[src/rtl/cnf_pkg.sv]
package cnf_pkg;

    // default geometry and channel count
    localparam int MAX_WIDTH_DEF  = 1024;
    localparam int MAX_HEIGHT_DEF = 1024;
    localparam int CHANNELS_DEF   = 4;

    // configuration port
    localparam int CFG_IDX_W  = 3;
    localparam int CFG_DATA_W = 24;
    localparam int DIM_W      = 11;

    localparam logic [CFG_IDX_W-1:0] CFG_COEFF_TOP = 3'd0;
    localparam logic [CFG_IDX_W-1:0] CFG_COEFF_MID = 3'd1;
    localparam logic [CFG_IDX_W-1:0] CFG_COEFF_BOT = 3'd2;
    localparam logic [CFG_IDX_W-1:0] CFG_WIDTH     = 3'd3;
    localparam logic [CFG_IDX_W-1:0] CFG_HEIGHT    = 3'd4;

    // arithmetic widths: 9 taps of 8-bit signed times 8-bit unsigned
    localparam int SUM_W     = 20;
    localparam int MAG_W     = SUM_W - 1;
    localparam int DIV_STEPS = MAG_W;
    localparam int STEP_W    = 5;

    // commands from the sequencer to the datapath
    typedef struct packed {
        logic       load;
        logic       read;
        logic       write;
        logic       mac_clear;
        logic       mac_en;
        logic [1:0] tap_row;
        logic [1:0] tap_col;
        logic       div_load;
        logic       div_step;
        logic       done;
    } t_cmd;

    // status from the datapath
    typedef struct packed {
        logic drop;
        logic emit;
    } t_status;

endpackage

[src/rtl/cnf_ctrl.sv]
module cnf_ctrl (
    input  logic             i_clk,
    input  logic             i_rst_n,
    input  logic             i_in_valid,
    output logic             o_in_ready,
    output logic             o_out_valid,
    input  logic             i_out_ready,
    input  cnf_pkg::t_status i_status,
    output cnf_pkg::t_cmd    o_cmd
);
    typedef enum logic [5:0] {
        S_IDLE  = 6'b000001,
        S_READ  = 6'b000010,
        S_WRITE = 6'b000100,
        S_MAC   = 6'b001000,
        S_DIV   = 6'b010000,
        S_OUT   = 6'b100000
    } t_state;

    t_state                     r_state, n_state;
    logic [1:0]                 r_tr, n_tr, r_tc, n_tc;
    logic [cnf_pkg::STEP_W-1:0] r_step, n_step;

    always_ff @(posedge i_clk) begin
        if (!i_rst_n) begin
            r_state <= S_IDLE;
            r_tr    <= '0;
            r_tc    <= '0;
            r_step  <= '0;
        end else begin
            r_state <= n_state;
            r_tr    <= n_tr;
            r_tc    <= n_tc;
            r_step  <= n_step;
        end
    end

    // sequencing of one word through read and update, then taps, divide and output if it gives a result
    always_comb begin
        n_state     = r_state;
        n_tr        = r_tr;
        n_tc        = r_tc;
        n_step      = r_step;
        o_cmd       = '0;
        o_cmd.tap_row = r_tr;
        o_cmd.tap_col = r_tc;
        o_in_ready  = 1'b0;
        o_out_valid = 1'b0;
        case (r_state)
            S_IDLE: begin
                o_in_ready = 1'b1;
                if (i_in_valid && !i_status.drop) begin
                    o_cmd.load = 1'b1;
                    n_state    = S_READ;
                end
            end
            S_READ: begin
                o_cmd.read = 1'b1;
                n_state    = S_WRITE;
            end
            S_WRITE: begin
                o_cmd.write     = 1'b1;
                o_cmd.mac_clear = 1'b1;
                n_tr            = '0;
                n_tc            = '0;
                n_state         = i_status.emit ? S_MAC : S_IDLE;
            end
            S_MAC: begin
                o_cmd.mac_en = 1'b1;
                if (r_tc == 2'd2) begin
                    n_tc = '0;
                    if (r_tr == 2'd2) begin
                        n_step  = '0;
                        n_state = S_DIV;
                    end else begin
                        n_tr = r_tr + 2'd1;
                    end
                end else begin
                    n_tc = r_tc + 2'd1;
                end
            end
            S_DIV: begin
                if (r_step == '0) o_cmd.div_load = 1'b1;
                else o_cmd.div_step = 1'b1;
                if (r_step == cnf_pkg::STEP_W'(cnf_pkg::DIV_STEPS)) n_state = S_OUT;
                else n_step = r_step + cnf_pkg::STEP_W'(1);
            end
            S_OUT: begin
                o_out_valid = 1'b1;
                if (i_out_ready) begin
                    o_cmd.done = 1'b1;
                    n_state    = S_IDLE;
                end
            end
            default: n_state = S_IDLE;
        endcase
    end

    out_then_idle: assert property (@(posedge i_clk) disable iff (!i_rst_n)
        (r_state == S_OUT && i_out_ready) |=> r_state == S_IDLE)
        else $error("result word taken but block not idle");

    write_after_read: assert property (@(posedge i_clk) disable iff (!i_rst_n)
        (r_state == S_WRITE) |-> $past(r_state) == S_READ)
        else $error("line store update without read");

    taps_in_range: assert property (@(posedge i_clk) disable iff (!i_rst_n)
        r_tr != 2'd3 && r_tc != 2'd3)
        else $error("tap counter out of range");

    div_steps_bounded: assert property (@(posedge i_clk) disable iff (!i_rst_n)
        r_step <= cnf_pkg::STEP_W'(cnf_pkg::DIV_STEPS))
        else $error("divider step counter overran");

endmodule

[config.mk]
export PLATFORM = sky130hd
export DESIGN_NAME = cnf_ctrl
export DESIGN_NICKNAME = d
export VERILOG_FILES = /design/src/rtl/cnf_pkg.sv /design/src/rtl/cnf_ctrl.sv
export SDC_FILE = /design/constraint.sdc
export NUM_CORES = 1
export LEC_CHECK = 0
export BUFFER_PORTS_ARGS = -buffer_cell sky130_fd_sc_hd__buf_2
export CAP_MARGIN = 30
export CORE_MARGIN = 2
export CORE_UTILIZATION = 50
export DETAILED_ROUTE_END_ITERATION = 8
export PLACE_DENSITY = 0.81
export SLEW_MARGIN = 25
export SYNTH_ARGS = -nofsm -noshare
export SYNTH_HDL_FRONTEND = slang
export SYNTH_SLANG_ARGS = --single-unit
export TNS_END_PERCENT = 5
[constraint.sdc]
create_clock -name i_clk -period 2.9 [get_ports i_clk]
set_input_delay 0.58 -clock i_clk [delete_from_list [all_inputs] [get_ports i_clk]]
set_output_delay 0.58 -clock i_clk [all_outputs]
set_load 0.005 [all_outputs]
# Word-level counts from Yosys, hierarchy flattened
# Index checks and enable logic that the tools add are counted.
dict set report classes {
  n_addsub 3
  eq_ne 16
  reduce_logical 8
  mux 28
}
# operator count
set ops {}
lappend ops {{one-hot mux 6 bit (6 select lines)} 1}
lappend ops {{two-way mux 6 bit} 5}
lappend ops {{two-way mux 5 bit} 3}
lappend ops {{inequality test 2 bit (second input constant)} 7}
lappend ops {{two-way mux 1 bit} 10}
lappend ops {{two-way mux 2 bit} 5}
lappend ops {{one-hot mux 5 bit (2 select lines)} 1}
lappend ops {{one-hot mux 2 bit (2 select lines)} 2}
lappend ops {{== test 6 x 1 -> 1 bit (second input constant)} 1}
lappend ops {{== test 6 x 2 -> 1 bit (second input constant)} 1}
lappend ops {{== test 6 x 3 -> 1 bit (second input constant)} 1}
lappend ops {{== test 6 x 4 -> 1 bit (second input constant)} 1}
lappend ops {{== test 6 x 5 -> 1 bit (second input constant)} 1}
lappend ops {{== test 6 bit (second input constant)} 1}
lappend ops {{adder 5 x 1 -> 5 bit (second input constant)} 1}
lappend ops {{== test 5 bit (second input constant)} 1}
lappend ops {{zero test 5 bit} 1}
lappend ops {{AND reduction 5 bit} 1}
lappend ops {{adder 2 x 1 -> 2 bit (second input constant)} 2}
lappend ops {{== test 2 bit (second input constant)} 2}
lappend ops {{two-way mux 4 bit} 1}
lappend ops {{AND reduction 4 bit} 1}
lappend ops {{nonzero test 2 bit} 2}
lappend ops {{AND reduction 3 bit} 1}
lappend ops {{2 further kinds} 2}
dict set report totals {
  reg_bits 15
  elab_cells 59
}

# Logic depth before layout (Yosys ltp)
dict set report logic_depth {
  word_depth 4
  ltp_mapped 7
  ltp_nobuf 6
}

# Least setup slack after synthesis
# OpenSTA, ideal clock, no wires.
dict set report synth_path {
  path_kind {register -> register}
  startpoint {register r_state[4]}
  endpoint {register r_step[3] (netlist name)}
  required_ns 2.841
  setup_time_ns 0.059
  stages_incl_launch_ff 8
  arrival_ns 2.029
  period_less_slack_ns 2.088
  setup_slack_ns 0.812
  cell_sequence {dfxtp_1 > buf_6 > or4_4 > buf_6 > or3_4 > buf_6 > a2111o_1 > nand2_1}
}
dict set report synth_between {
  elab_chain_cells 3
  word_cells_on_any_way 8
}
# item line_no
set synth_lines {}
lappend synth_lines {{from (decl)} cnf_ctrl.sv:20} ;# t_state r_state, n_state;
lappend synth_lines {{from (signal assigned)} cnf_ctrl.sv:31} ;# r_state <= n_state;
lappend synth_lines {{== test 6 x 5 -> 1 bit / == test 6 x 4 -> 1 bit (equally long branches)} cnf_ctrl.sv:49} ;# case (r_state)
lappend synth_lines {{inequality test 2 bit (no line) / nonzero test 2 bit (equally long branches)} -}
lappend synth_lines {{AND reduction 4 bit (no line)} -}
lappend synth_lines {{to (signal assigned)} cnf_ctrl.sv:34} ;# r_step <= n_step;
lappend synth_lines {{to (decl)} cnf_ctrl.sv:22} ;# logic [cnf_pkg::STEP_W-1:0] r_step, n_step;
# Several ways; a longest one is shown, not always the timed one.
# A chain may end at the register's enable or synchronous reset.

==> run metrics <==
status finished clean; Routed Antenna Nets 0; clock sink count 15; Syn Nets between 100 and 150; Clock power frac 0.246; RePlAce Congestion 0.847; number of synthesized register bits 15; IO Count 20; DR vias 899; port bufs 19; Worst Tran Pin Value between 700 and 800 ps; H-tree Lvls 1; main combinational cell family by area after synthesis simple AND/OR/NAND/NOR gates; DIE HEIGHT roughly 47 um; Tmin final ~2300 ps; Initial Util 0.541; wire length per cell about 13 um; crit-path max FO 9; compound-gate portion of the synthesized area 0.185; PwrDens 473 mW/mm^2; CP Class flip-flop to output port; commonest cells after routing, fill and taps aside buf_2, dfxtp_1, nor2_1, nand3_1, a21oi_1; first-pass GRT wire length a little over 3000 um; vias per inst 5.73; Worst EP arrival about 1700 ps; CP startpoint kind flip-flop; number of global-route vias before repair approximately 770; Cells after DPL approximately 150; synthesized-area fraction occupied by adder cells 0.0397; worst hold stages 2; top cells by area, synth dfxtp_1, nand3_1, buf_6, a21oi_1, ha_1; CORE AREA roughly 0.0017 sq mm; cts hold-fix bufs 0; TritonRoute pass-1 iters 4; area leader, netlist dfxtp_1; Worst Path Required between 2000 and 2500 ps; clock root buffer clkbuf_4; Avg Inst Size Synth between 8 and 9 sq um; Switch Pwr ~0.16 mW; worst-case reg-to-reg path depth 4; final worst-path cycle share 0.794; maximum VDD drop ~0.0003 V; Final Non-Filler Cells ~160; Worst Setup SP r_state[4]$_SDFFE_PN0P_; DRT Wirelength approximately 2000 um; # diodes 0; post-CTS setup buffer count 0; Worst-Skew Late Latency between 200 and 300 ps; CTS Buf Count 3; Final Hold Viols 0; Net Sw Frac 0.324; grt ovf 0; Hold EP r_tr[1]$_SDFFE_PN0P_; Cell variety after synth 38; max_slew headroom 0.463; top cell type's share of synthesized area 0.318; Post-Synth XOR/XNOR Area 0.00927; Crit-path slowest cell or4_4; DRC 0; Longest Clk Path Bufs 2; Clock Skew 9.00 ps; Worst-path clk slew 100 ps; synth warn 0; CTS tree done; Starting DRT DRC Count 10; CP max stage delay roughly 610 ps; post-synthesis mux area share 0.0106; Finish-stage setup viols 0; fmax about 0.43 GHz; Area growth, synth to finish 10.3%; Leak just over 0.4 nW; Reg-to-Reg End r_step[4]$_SDFFE_PN0P_; largest net degree at the start of global routing 12; die area approximately 0.0023 sq mm; Seq/Total Area, Yosys 0.318; num rows 15; reg-to-reg startpoint r_state[4]$_SDFFE_PN0P_; initial antenna violation count 0; critical path, cell by cell or4_4 > nor3_1 > and2_1 > buf_2; Hold Crit Start r_tr[1]$_SDFFE_PN0P_; # Max-Cap Violations 0; Cell Area, Synth 945 sq um; GRT Util Overall 0.198; Comb pwr share 0.261; die width about 47 um; HP Class flip-flop to flip-flop; share of cells above drive strength 1 0.242; setup_tns 0 ps; Synth Instances ~110; PostCTS Resize Cnt 0; area share of and/or/nand/nor cells after synthesis 0.331; sequential share of power 0.492; HPWL Detailed approximately 1500 um; Slew Viols, Final 0; Reg2Reg Setup Slack between 800 and 900 ps; commonest non-fill, non-tap cell in the layout buf_2; Internal Power 0.333 mW; CP Capture Type output port; RSZ-0062 raised after global routing false; Final nets 142
## worst max path at each step
stage                             end  slack [ps]  cells after the start
2_1_floorplan  r_step[3]$_SDFFE_PN0P_         810                      7
3_3_place_gp   r_step[4]$_SDFFE_PN0P_         930                      4
3_5_place_dp   r_step[4]$_SDFFE_PN0P_         880                      4
4_1_cts                      o_cmd[0]         600                      4
5_1_grt                      o_cmd[0]         520                      4
6_report                     o_cmd[0]         600                      4
## synthesized netlist by cell type, drive strengths merged
| cell | instances |
|---|---|
| a2111o | 3 |
| a21o | 1 |
| a21oi | 8 |
| a22oi | 2 |
| a41oi | 1 |
| and2 | 2 |
| and2b | 1 |
| and3 | 2 |
| buf | 5 |
| clkbuf | 2 |
| clkinv | 1 |
| dfxtp | 15 |
| ha | 3 |
| inv | 7 |
| mux2i | 1 |
| nand2 | 6 |
| nand2b | 3 |
| nand3 | 10 |
| nand3b | 1 |
| nand4 | 1 |
| nor2 | 10 |
| nor2b | 1 |
| nor3 | 4 |
| nor3b | 1 |
| nor4 | 3 |
| nor4b | 3 |
| o2111ai | 2 |
| o21ai | 5 |
| o311a | 1 |
| o311ai | 1 |
| o31ai | 1 |
| or3 | 1 |
| or3b | 1 |
| or4 | 4 |
| xnor2 | 1 |
## metal layers
layer / up-vias / global-route usage / part of all wire / wire length (um)
met5: - / 0 / 0 / 0
met4: 0 / 0.100 / 0.012 / 24
met3: 4 / 0.0377 / 0.026 / 52
met2: 12 / 0.354 / 0.52 / 1060
met1: 426 / 0.223 / 0.44 / 878
li1: 457 / - / - / -
## kinds of logic after synthesis
family                     count (synthesis)
xor gates and xnor gates                   1
buffers and inverters                     15
DFF                                       15
and+or+nand+nor                           54
adders and majority gates                  3
muxes                                      1
AOI/OAI and AO/OA                         25
## worst max-delay path, delay by kind of cell (launching register included)
kind / cells / cell delay (ps)
buffers and inverters: 1 / 100
flip-flops: 1 / 380
AND/OR/NAND/NOR: 3 / 950
## sequential cells by signal, indices dropped and copies added (netlist names)
register	cells
r_state	6
r_tr	2
r_step	5
r_tc	2
## per-stage QoR
step / area (sq um) / utilization / worst slack [ps] / total power [mW] / hold WS [ps]
final: 1040 / 0.597 / 598 / 0.493 / 505
after floorplan: 945 / - / 812 / 0.374 / 473
after CTS: 1040 / 0.597 / 602 / 0.494 / 501
after detailed placement: 1020 / 0.582 / 876 / 0.375 / 487
after global placement: 1020 / 0.582 / 927 / 0.371 / 480
after global routing: 1040 / 0.597 / 519 / 0.521 / 538
## power by group through the flow
stage / Clock [mW] / Combinational (mW) / Sequential, mW
2_1_floorplan: 0 / 0.148 / 0.227
3_3_place_gp: 0 / 0.125 / 0.246
3_5_place_dp: 0 / 0.128 / 0.247
4_1_cts: 0.123 / 0.129 / 0.242
5_1_grt: 0.131 / 0.143 / 0.247
6_report: 0.122 / 0.129 / 0.243
## area by class of cell
| type | count | area, sq um |
|---|---|---|
| fill | 170 | 703 |
| multi-input combinational | 84 | 544 |
| sequential | 15 | 300 |
| timing repair buffer | 21 | 110 |
| tap | 25 | 31.3 |
| inverter | 8 | 30.0 |
| clock buffer | 4 | 26.3 |
No activity file was read; power rests on OpenSTA's default activity.
